**config.mk**
```make
export PLATFORM = sky130hd
export DESIGN_NAME = eir_cell
export DESIGN_NICKNAME = d
export VERILOG_FILES = /design/src/eir_pkg.sv /design/src/eir_cell.sv
export SDC_FILE = /design/constraint.sdc
export NUM_CORES = 1
export LEC_CHECK = 0
export BUFFER_PORTS_ARGS = -buffer_cell sky130_fd_sc_hd__buf_2
export CAP_MARGIN = 25
export CORE_MARGIN = 4
export CORE_UTILIZATION = 42
export DETAILED_ROUTE_END_ITERATION = 10
export PLACE_DENSITY = 0.82
export SYNTH_ARGS = -nofsm -noshare
export SYNTH_HDL_FRONTEND = slang
export SYNTH_SLANG_ARGS = --single-unit
export TNS_END_PERCENT = 100
```
**constraint.sdc**
```tcl
create_clock -name clk -period 4.3 [get_ports clk]
set_clock_uncertainty 0.05 [all_clocks]
set_input_delay 1.075 -clock clk [delete_from_list [all_inputs] [get_ports clk]]
set_output_delay 1.075 -clock clk [all_outputs]
set_load 0.05 [all_outputs]
```
**src/eir_pkg.sv**
```systemverilog
// ----------------------------------------------------------------------------
// eir_pkg: shared types and codes for the entity ID registry
// Beat layouts, operation and status codes, search-token flags and the
// controller state type.
// ----------------------------------------------------------------------------
package eir_pkg;

  // Fixed field widths of the beats
  localparam int ID_FIELD_W    = 32;
  localparam int COUNT_FIELD_W = 7;
  localparam int CODE_W        = 3;

  // Operation codes
  localparam logic [CODE_W-1:0] OP_CREATE    = 3'd0;
  localparam logic [CODE_W-1:0] OP_CREATE_ID = 3'd1;
  localparam logic [CODE_W-1:0] OP_DESTROY   = 3'd2;
  localparam logic [CODE_W-1:0] OP_ALIVE     = 3'd3;
  localparam logic [CODE_W-1:0] OP_CLEAR     = 3'd4;

  // Status codes
  localparam logic [CODE_W-1:0] ST_OK        = 3'd0;
  localparam logic [CODE_W-1:0] ST_NOT_FOUND = 3'd1;
  localparam logic [CODE_W-1:0] ST_ALIVE     = 3'd2;
  localparam logic [CODE_W-1:0] ST_FULL      = 3'd3;
  localparam logic [CODE_W-1:0] ST_EXHAUSTED = 3'd4;

  // Request beat
  typedef struct packed {
    logic [CODE_W-1:0]     op;
    logic [ID_FIELD_W-1:0] entity_id;
  } in_beat_t;

  // Response beat
  typedef struct packed {
    logic [ID_FIELD_W-1:0]    result_id;
    logic                     ok;
    logic [CODE_W-1:0]        status;
    logic [COUNT_FIELD_W-1:0] live_count;
  } out_beat_t;

  // Flags of the search token walking the cell row
  typedef struct packed {
    logic vld;    // token present in this stage
    logic del;    // destroy: matching cell takes the last entry
    logic found;  // a match has been seen upstream
  } tok_t;

  // Controller states
  typedef enum logic [1:0] {
    FSM_IDLE,
    FSM_SCAN,
    FSM_RESP
  } fsm_t;

endpackage

```
**src/eir_cell.sv**
```systemverilog
// ----------------------------------------------------------------------------
// eir_cell: one slot of the live ID table
// Holds one entry, compares it against the broadcast query as the search
// token passes, picks up the last live entry and performs swap-remove.
// ----------------------------------------------------------------------------
module eir_cell #(
  parameter int IDX     = 0,
  parameter int ENTRY_W = 32,
  parameter int CNT_W   = 7
) (
  input  logic               clk,
  input  logic               rst_n,
  input  eir_pkg::tok_t      tok_i,
  input  logic [ENTRY_W-1:0] last_i,
  output eir_pkg::tok_t      tok_o,
  output logic [ENTRY_W-1:0] last_o,
  input  logic [CNT_W-1:0]   count_i,
  input  logic [ENTRY_W-1:0] qid_i,
  input  logic               wr_en_i,
  input  logic [ENTRY_W-1:0] wr_data_i
);

  logic [ENTRY_W-1:0] entry_r, entry_nxt;
  eir_pkg::tok_t      tok_r, tok_nxt;
  logic [ENTRY_W-1:0] last_r, last_nxt;
  logic               active, is_last, hit;

  // Slot position against the live count
  assign active  = CNT_W'(IDX) < count_i;
  assign is_last = CNT_W'(IDX + 1) == count_i;
  assign hit     = tok_i.vld && active && (entry_r == qid_i);

  // Token update and entry write
  always_comb begin
    tok_nxt       = tok_i;
    tok_nxt.found = tok_i.found | hit;
    last_nxt      = (tok_i.vld && is_last) ? entry_r : last_i;
    entry_nxt     = entry_r;
    if (wr_en_i && (CNT_W'(IDX) == count_i)) begin
      entry_nxt = wr_data_i;
    end else if (tok_i.del && hit && !is_last) begin
      // last entry was captured further up the row
      entry_nxt = last_i;
    end
  end

  always_ff @(posedge clk) begin
    if (!rst_n) begin
      tok_r <= '0;
    end else begin
      tok_r <= tok_nxt;
    end
  end

  always_ff @(posedge clk) begin
    entry_r <= entry_nxt;
    last_r  <= last_nxt;
  end

  assign tok_o  = tok_r;
  assign last_o = last_r;

endmodule

```
==> out/qor.csv, run 1 <==
stage,metric,value,unit
status,run status,completed,
critical_path,Setup CP Type,input port to flip-flop,
route,detailed-route DRC error count,0,
route,via count of the routed design,2129,
global_routing,wire length of the first global-routing pass,10900,um
timing,Sum Neg Setup Slack,0,ps
critical_path,critical-path maximum fanout,24,
yosys,fraction of the yosys area taken by sequential cells,0.534,
clock_tree,post-CTS setup buffer count,0,
critical_path,arrival time worst endpoint,3030,ps
placement,Post-Place Cells,435,
yosys,number of enable-type register cells in the synthesized netlist,32,
global_routing,global-route usage over all layers,0.166,
layout,register area,1660,um^2
yosys,area fraction in compound gates after synthesis,0.0141,
power,overall power,1510,uW
die,Die Ht,94.1,um
yosys,dominant cell type by area after synthesis,edfxtp_1,
global_routing,initial antenna violation count,0,
global_routing,via count of the first global-routing pass,2230,
timing,Fin. Hold Viols,0,
yosys,net count of the mapped netlist,306,
die,Top-Level Pins,144,
yosys,"area fraction in and, or, nand and nor cells after synthesis",0.0538,
clock_tree,Longest Clk Path Bufs,2,
yosys,portion of netlist area occupied by mux cells,0.290,
yosys,top post-synthesis cells by count,"mux2_4 (55), dfxtp_1 (35), edfxtp_1 (32)",
clock_tree,CTS HTree Levels,3,
placement,routability congestion estimate from global placement,0.769,
timing,number of pins with negative max-slew slack in the final report,0,
timing,worst relative slew slack,0.562,
global_routing,pin count of the biggest net entering global routing,35,
yosys,post-synthesis average cell area,15.8,um^2
critical_path,"Req. time, crit path",4250,ps
yosys,Synth top area share,0.309,
yosys,Netlist Area Pre-Place,3110,um^2
timing,actual transition at the worst max-transition pin,657,ps
die,Die W,94.1,um
placement,number of port buffers,143,
die,core outline area,7210,um^2
route,number of vias per cell after detailed routing,4.72,
placement,pre-CTS setup slack,917,ps
yosys,Synth Area in Adders,0,
critical_path,critical path endpoint category,flip-flop,
die,effective utilization at floorplan,0.432,
yosys,dominant combinational cell family by area after synthesis,multiplexers,
yosys,leading post-synthesis cells by cell area,"edfxtp_1 (31%), mux2_4 (27%), dfxtp_1 (22%)",
yosys,synthesized-area fraction occupied by xor and xnor cells,0.0816,
hold_path,path type of the worst min-delay path,flip-flop to flip-flop,
power,Power Dens Cells,365,nW/um^2
clock_tree,clock latency on the worst-skew pair,330,ps
timing,peak clock frequency supported by timing,324,MHz
global_routing,final global-route overflow total,0,
critical_path,worst reg2reg setup slack,1560,ps
clock_tree,clock root buffer,clkbuf_8,
yosys,most frequent cell after synthesis,mux2_4,
timing,period utilization,0.717,
yosys,yosys warns,0,
yosys,most common flop cell mapped by yosys,dfxtp_1,
die,Std-Cell Rows,31,
route,WL final,7230,um
power,Peak VDD IR,254,uV
clock_tree,hold buffer count at CTS,0,
yosys,synthesized instance count,197,
yosys,fraction of synthesis flops using an asynchronous set or reset pin,0,
flow_run,max-cap viol count,0,
layout,share of post-route cells with drive strength above 1,0.645,
clock_tree,Num CTS Buffers,9,
clock_tree,Sink Count,67,
timing,Final min period,3080,ps
layout,combined area of the multi-input logic cells,1380,um^2
yosys,"flops & latches, synth",67,
clock_tree,register clock-pin slew on the reported worst setup and hold paths,80,ps
placement,final HPWL from detailed placement,5640,um
die,die area,8860,um^2
timing,final setup violation count,0,
clock_tree,TritonCTS clock tree,yes,
yosys,"Distinct cells, synth",22,
layout,growth of design area from synthesis to finish,33.1,%
route,post-route antenna net violation count,0,
route,router iterations before antenna repair,4,
critical_path,CP startpoint kind,input port,
timing,final setup margin,1220,ps
route,Avg WL per Cell,16.0,um
clock_tree,CTS-repair resized insts,0,
route,starting DRC count in detailed routing,66,
layout,NumNets Final,456,
layout,number of diodes added for antenna fixing,0,
power,Static Leakage,0.00197,uW
layout,total of fill cells in the finished design,641,
timing,unrepaired setup endpoints after global routing,no,
layout,final standard cell count with taps included and fillers excluded,451,
state kept, by name, indices dropped and copies added (netlist names):
signal,flops
last_o,32
tok_o,3
entry_r,32
placed cells by master (no fill, tap or decap), types with 4 or more instances in the layout:
master,n
buf_2,143
mux2_4,55
dfxtp_1,35
edfxtp_1,32
xnor2_1,27
clkbuf_8,9
mux2_2,7
nand4_1,7
inv_1,4
nand2_1,4
worst paths after layout:
path                 end  depth (start not counted)         from
max          entry_r[13]                          7    qid_i[30]
min           last_o[23]                          1  entry_r[23]
max reg2reg  entry_r[13]                          6  entry_r[30]
min reg2reg   last_o[23]                          1  entry_r[23]
routing by layer:
| layer | vias to the layer above | routed length (um) | global-route usage |
|---|---|---|---|
| li1 | 1022 | - | - |
| met4 | 0 | 101 | 0.0650 |
| met1 | 997 | 2880 | 0.194 |
| met5 | - | 0 | 0 |
| met2 | 100 | 3590 | 0.283 |
| met3 | 10 | 654 | 0.0521 |
kinds of logic after synthesis:
group	count (synthesis)
flip-flops	67
buffers and inverters	10
AO/OA/AOI/OAI	7
multiplexers	62
XOR/XNOR	29
AND/OR/NAND/NOR	22
power breakdown:
group          switching (uW)  internal [uW]
logic                     113           96.5
registers                4.70            686
clock network             230            382
per-stage QoR:
step	cell area, um^2	hold WS (ps)	util
3_3_place_gp	3910	458	0.542
5_1_grt	4140	490	0.574
4_1_cts	4140	474	0.574
6_report	4140	474	0.574
3_5_place_dp	3910	469	0.542
2_1_floorplan	3110	450	-
worst max-delay path, cell delays in order:
cell and delay, ps:
buf_2 100, xnor2_1 150, nand4_1 130, nor4_1 570, nand4_1 250, o21ai_4 350, buf_4 390
final cells by class:
| cell class | instances | share of cell area |
|---|---|---|
| Sequential cell | 67 | 0.401 |
| Multi-Input combinational cell | 120 | 0.333 |
| Timing Repair Buffer | 145 | 0.176 |
| Clock buffer | 10 | 0.0308 |
| Tap cell | 99 | 0.0299 |
| Clock inverter | 6 | 0.0251 |
| Inverter | 4 | 0.00362 |
(Power assumes the default switching activity.)
==> inputs of run 2 (changes only) <==
CORE_UTILIZATION = 46   (was 42)
PLACE_DENSITY = 0.85   (was 0.82)
clock period = 3 ns   (was 4.3 ns; I/O delays follow)
==> run 2 against run 1 <==
  * Final cell count is 4.4% lower
  * Largest power group unchanged
  * Via count fell by 0.38%
  * Clock power increased by 21%
  * Critical path depth is 1 lower
  * Cell area is 1.0% lower
  * Sequential power rose by 43%
  * Sequential share of layout area up 0.42 points
  * Power rose by 34%
  * Hold slack improved by 3.8 ps
  * Critical endpoint is now entry_r[19]
  * Utilization increased by 6.1 points
  * First-iteration DRC count down 17%
  * Flip-flop and latch count unchanged
==> out/qor.csv, run 2 (synthesized netlist as in run 1, its figures left out) <==
stage,metric,value,unit
timing,number of pins with negative max-slew slack in the final report,0,
power,overall power,2030,uW
timing,peak clock frequency supported by timing,430,MHz
critical_path,"Req. time, crit path",3030,ps
placement,routability congestion estimate from global placement,0.825,
critical_path,Reg-to-Reg Start,entry_r[30],
timing,Sum Neg Setup Slack,0,ps
power,portion of total power attributed to the clock network,0.365,
power,Power Dens Cells,495,nW/um^2
die,Top-Level Pins,144,
critical_path,delay of the slowest cell on the worst path,560,ps
critical_path,worst reg2reg setup slack,810,ps
critical_path,worst-case reg-to-reg path depth,6,
global_routing,pin count of the biggest net entering global routing,35,
critical_path,cell family with most CP delay,simple AND/OR/NAND/NOR gates,
layout,growth of design area from synthesis to finish,31.7,%
clock_tree,TritonCTS clock tree,yes,
hold_path,worst-case hold path end point,last_o[8],
global_routing,wire length of the first global-routing pass,11600,um
critical_path,CP startpoint kind,input port,
clock_tree,hold buffer count at CTS,0,
global_routing,global-route usage over all layers,0.183,
clock_tree,clock root buffer,clkbuf_8,
layout,number of diodes added for antenna fixing,0,
die,die area,8150,um^2
critical_path,Setup CP Type,input port to flip-flop,
route,WL final,7190,um
placement,final HPWL from detailed placement,5670,um
power,Comb pwr share,0.148,
hold_path,path type of the worst min-delay path,flip-flop to flip-flop,
clock_tree,Longest Clk Path Bufs,2,
hold_path,worst hold path depth,1,
critical_path,"Critical Path, Cell by Cell",buf_2 -> or4_4 -> nor4_4 -> nand2_2 -> buf_4 -> mux2_4,
clock_tree,clock latency on the worst-skew pair,330,ps
status,run status,completed,
layout,NumNets Final,459,
power,Internal Dissipation,1550,uW
critical_path,CP Buf/Inv Count,2,
route,post-route antenna net violation count,0,
route,via count of the routed design,2121,
global_routing,via count of the first global-routing pass,2378,
power,Peak VDD IR,344,uV
placement,number of port buffers,143,
hold_path,Hold Crit Start,entry_r[8],
power,Static Leakage,0.00197,uW
layout,"commonest non-fill, non-tap cell in the layout",buf_2,
clock_tree,Sink Count,67,
clock_tree,Num CTS Buffers,9,
timing,actual transition at the worst max-transition pin,602,ps
power,switching power total,485,uW
clock_tree,register clock-pin slew on the reported worst setup and hold paths,70,ps
layout,most frequent cells in the layout,"buf_2 (143), mux2_4 (55), dfxtp_1 (35)",
critical_path,critical-path maximum fanout,20,
critical_path,library cell contributing the largest single delay on the critical path,or4_4,
global_routing,initial antenna violation count,0,
die,Std-Cell Rows,29,
global_routing,final global-route overflow total,0,
critical_path,critical path endpoint category,flip-flop,
die,Die W,90.3,um
route,starting DRC count in detailed routing,55,
timing,final setup violation count,0,
route,Avg WL per Cell,16.7,um
timing,period utilization,0.776,
flow_run,max-cap viol count,0,
timing,Final min period,2330,ps
route,number of vias per cell after detailed routing,4.92,
critical_path,arrival time worst endpoint,2360,ps
critical_path,Worst R2R End,entry_r[16],
timing,Fin. Hold Viols,0,
layout,share of post-route cells with drive strength above 1,0.647,
clock_tree,post-CTS setup buffer count,0,
route,detailed-route DRC error count,0,
die,Die Ht,90.3,um
route,router iterations before antenna repair,4,
timing,worst relative slew slack,0.599,
clock_tree,CTS HTree Levels,3,
timing,unrepaired setup endpoints after global routing,no,
power,switch share,0.239,
die,effective utilization at floorplan,0.482,
die,core outline area,6460,um^2
power,part of the power in registers,0.488,
clock_tree,CTS-repair resized insts,0,
[run 2: how the worst max path moves through the flow]
stage                     start          end  slack, ps  depth (start not counted)
floorplan             qid_i[12]   entry_r[0]        280                          5
global placement     count_i[5]  entry_r[14]        350                          6
detailed placement   count_i[5]  entry_r[16]        330                          6
CTS                  count_i[5]  entry_r[16]        680                          6
global route        entry_r[30]   entry_r[0]        550                          6
finish               count_i[5]  entry_r[19]        670                          6
[run 2: stage by stage]
| step | instances | util | worst slack [ps] | cell area [um^2] | hold slack (ps) |
|---|---|---|---|---|---|
| after floorplan | 197 | - | 276 | 3120 | 450 |
| after global placement | 416 | 0.605 | 346 | 3910 | 456 |
| after detailed placement | 416 | 0.605 | 333 | 3910 | 466 |
| after CTS | 431 | 0.635 | 684 | 4100 | 480 |
| after global routing | 431 | 0.635 | 554 | 4100 | 497 |
| final | 431 | 0.635 | 672 | 4100 | 478 |
[run 2: power by group through the flow]
stage / combinational, uW / sequential [uW] / clock [uW]
CTS: 303 / 991 / 758
global placement: 296 / 1010 / 0
global route: 319 / 993 / 804
detailed placement: 301 / 1010 / 0
finish: 300 / 991 / 741
floorplan: 88.4 / 1100 / 0
[run 2: cell type report]
cell class / instances / area (um^2)
Fill cell: 508 / 2360
Sequential cell: 67 / 1660
Multi-Input combinational cell: 120 / 1380
Timing Repair Buffer: 148 / 753
Clock buffer: 13 / 159
Tap cell: 77 / 96.3
Clock inverter: 2 / 35.0
Inverter: 4 / 15.0
[run 2: routing by layer]
metal | vias to the layer above | global-route usage | share of wire
met5 | - | 0 | 0
met4 | 0 | 0.0893 | 0.021
met3 | 16 | 0.0700 | 0.088
met2 | 107 | 0.309 | 0.50
met1 | 972 | 0.201 | 0.39
li1 | 1026 | - | -
[run 2: worst register-to-register path, delay by kind of cell (launching register included)]
family / cells / cell delay, ps
buffers and inverters: 1 / 270
DFF: 1 / 440
AOI/OAI and AO/OA: 1 / 170
and+or+nand+nor: 3 / 740
xor gates and xnor gates: 1 / 200
==> inputs of run 3 (changes only) <==
clock period = 2.3 ns   (was 3 ns; I/O delays follow)
==> run 3 against run 2 <==
  * Critical path depth grew 1
  * Die area unchanged
  * Hold slack worse by 64 ps
  * Critical path type is now flip-flop to flip-flop
  * Via count up 1.7%
  * Largest cell class unchanged
  * Highest routed layer unchanged
  * Clock-buffer cell count is the same
==> out/qor.csv, run 3 (synthesized netlist as in run 1, its figures left out) <==
stage,metric,value,unit
critical_path,"Critical Path, Cell by Cell",xnor2_2 -> nand4_1 -> nor4_2 -> buf_4 -> nand4_1 -> o21ai_4 -> buf_12,
critical_path,Reg-to-Reg Start,entry_r[30],
route,detailed-route DRC error count,0,
layout,NumNets Final,464,
flow_run,max-cap viol count,0,
timing,worst relative slew slack,0.780,
power,overall power,2580,uW
power,Power Dens Cells,612,nW/um^2
timing,unrepaired setup endpoints after global routing,yes,
timing,number of pins with negative max-slew slack in the final report,0,
power,Static Leakage,0.00203,uW
layout,final standard cell count with taps included and fillers excluded,436,
route,post-route antenna net violation count,0,
clock_tree,TritonCTS clock tree,yes,
die,core outline area,6460,um^2
placement,number of port buffers,143,
layout,share of post-route cells with drive strength above 1,0.663,
critical_path,"Req. time, crit path",2290,ps
die,Top-Level Pins,144,
timing,Final min period,2140,ps
critical_path,delay of the slowest cell on the worst path,440,ps
timing,Sum Neg Setup Slack,0,ps
timing,final setup margin,164,ps
clock_tree,CTS HTree Levels,3,
timing,final setup violation count,0,
clock_tree,clock latency on the worst-skew pair,330,ps
die,Die Ht,90.3,um
clock_tree,clock root buffer,clkbuf_8,
placement,pre-CTS setup slack,-102,ps
layout,growth of design area from synthesis to finish,35.5,%
die,die area,8150,um^2
critical_path,Setup CP Type,flip-flop to flip-flop,
layout,area of all placed cells without fillers,4220,um^2
die,Die W,90.3,um
timing,actual transition at the worst max-transition pin,330,ps
route,router iterations before antenna repair,4,
route,via count of the routed design,2158,
layout,number of diodes added for antenna fixing,0,
critical_path,CP startpoint kind,flip-flop,
layout,most frequent cells in the layout,"buf_2 (143), mux2_4 (55), dfxtp_1 (35)",
clock_tree,Sink Count,67,
critical_path,critical path endpoint category,flip-flop,
hold_path,Hold Crit Start,last_i[17],
hold_path,path type of the worst min-delay path,input port to flip-flop,
global_routing,initial antenna violation count,0,
clock_tree,Longest Clk Path Bufs,2,
die,effective utilization at floorplan,0.482,
global_routing,via count of the first global-routing pass,2443,
clock_tree,register clock-pin slew on the reported worst setup and hold paths,70,ps
placement,area post-placement,4010,um^2
critical_path,arrival time worst endpoint,2130,ps
route,number of vias per cell after detailed routing,4.95,
route,WL final,7440,um
power,Peak VDD IR,342,uV
critical_path,cell family with most CP delay,simple AND/OR/NAND/NOR gates,
clock_tree,Num CTS Buffers,9,
global_routing,final global-route overflow total,0,
placement,routability congestion estimate from global placement,0.819,
timing,peak clock frequency supported by timing,468,MHz
timing,period utilization,0.929,
global_routing,pin count of the biggest net entering global routing,21,
route,starting DRC count in detailed routing,79,
global_routing,wire length of the first global-routing pass,11900,um
layout,"commonest non-fill, non-tap cell in the layout",buf_2,
critical_path,library cell contributing the largest single delay on the critical path,edfxtp_1,
critical_path,cell occurring most often along the worst timing path,nand4_1,
die,Std-Cell Rows,29,
placement,final HPWL from detailed placement,5940,um
route,Avg WL per Cell,17.1,um
global_routing,global-route usage over all layers,0.186,
critical_path,CP Buf/Inv Count,2,
placement,Post-Place Cells,420,
timing,Fin. Hold Viols,0,
status,run status,completed,
critical_path,start point of the critical path,entry_r[30],
critical_path,critical-path maximum fanout,17,
==> run 3: changes by cell type in the layout (fill, tap and decap cells not counted) <==
cell       change
clkbuf_8       +1
bufinv_16      -1
clkbuf_1       -1
buf_4          -1
clkinv_2       +1
buf_12         +6
nor4_1         -1
xnor2_2        +2
xnor2_1        -2
nor4_2         +1
==> run 3: metal layers <==
| layer | GRT usage | part of all wire | up-vias |
|---|---|---|---|
| met1 | 0.209 | 0.40 | 1016 |
| met5 | 0 | 0 | - |
| met2 | 0.325 | 0.52 | 103 |
| li1 | - | - | 1035 |
| met4 | 0.0612 | 0.0059 | 0 |
| met3 | 0.0683 | 0.075 | 4 |
==> run 3: worst paths after layout <==
kind,end,slack (ps),cells after the start
min reg2reg,last_o[6],470,1
min,last_o[17],410,3
max,entry_r[10],160,7
max reg2reg,entry_r[10],160,7
==> run 3: cell type report <==
class | count | area, um^2
sequential | 67 | 1660
clock buffer | 13 | 169
fill | 499 | 2240
timing repair buffer | 153 | 866
inverter | 4 | 15.0
multi-input combinational | 120 | 1400
tap | 77 | 96.3
clock inverter | 2 | 10.0
==> run 3: stage by stage <==
| step | utilization | hold WS (ps) |
|---|---|---|
| after floorplan | - | 450 |
| after global placement | 0.621 | 459 |
| after detailed placement | 0.621 | 465 |
| after CTS | 0.649 | 399 |
| after global routing | 0.653 | 404 |
| final | 0.653 | 414 |
==> run 3: worst reg2reg max path, cell delays in order, from the launching register on <==
cell,delay (ps)
edfxtp_1,440
xnor2_2,160
nand4_1,140
nor4_2,290
buf_4,150
nand4_1,160
o21ai_4,250
buf_12,190
==> run 3: repair_timing <==
| item | 4_1_cts | 5_1_grt |
|---|---|---|
| endpoints found under the setup margin | 0 | 32 |
| resized for setup | 0 | 3 |
| setup buffers | 0 | 1 |
| hold buffers | 0 | 0 |
==> run 3: where the power goes <==
part           leakage (uW)  total [uW]  switching, uW  internal (uW)
sequential         0.000583        1290           9.18           1280
clock             0.0000953         894            423            471
combinational       0.00135         399            216            183
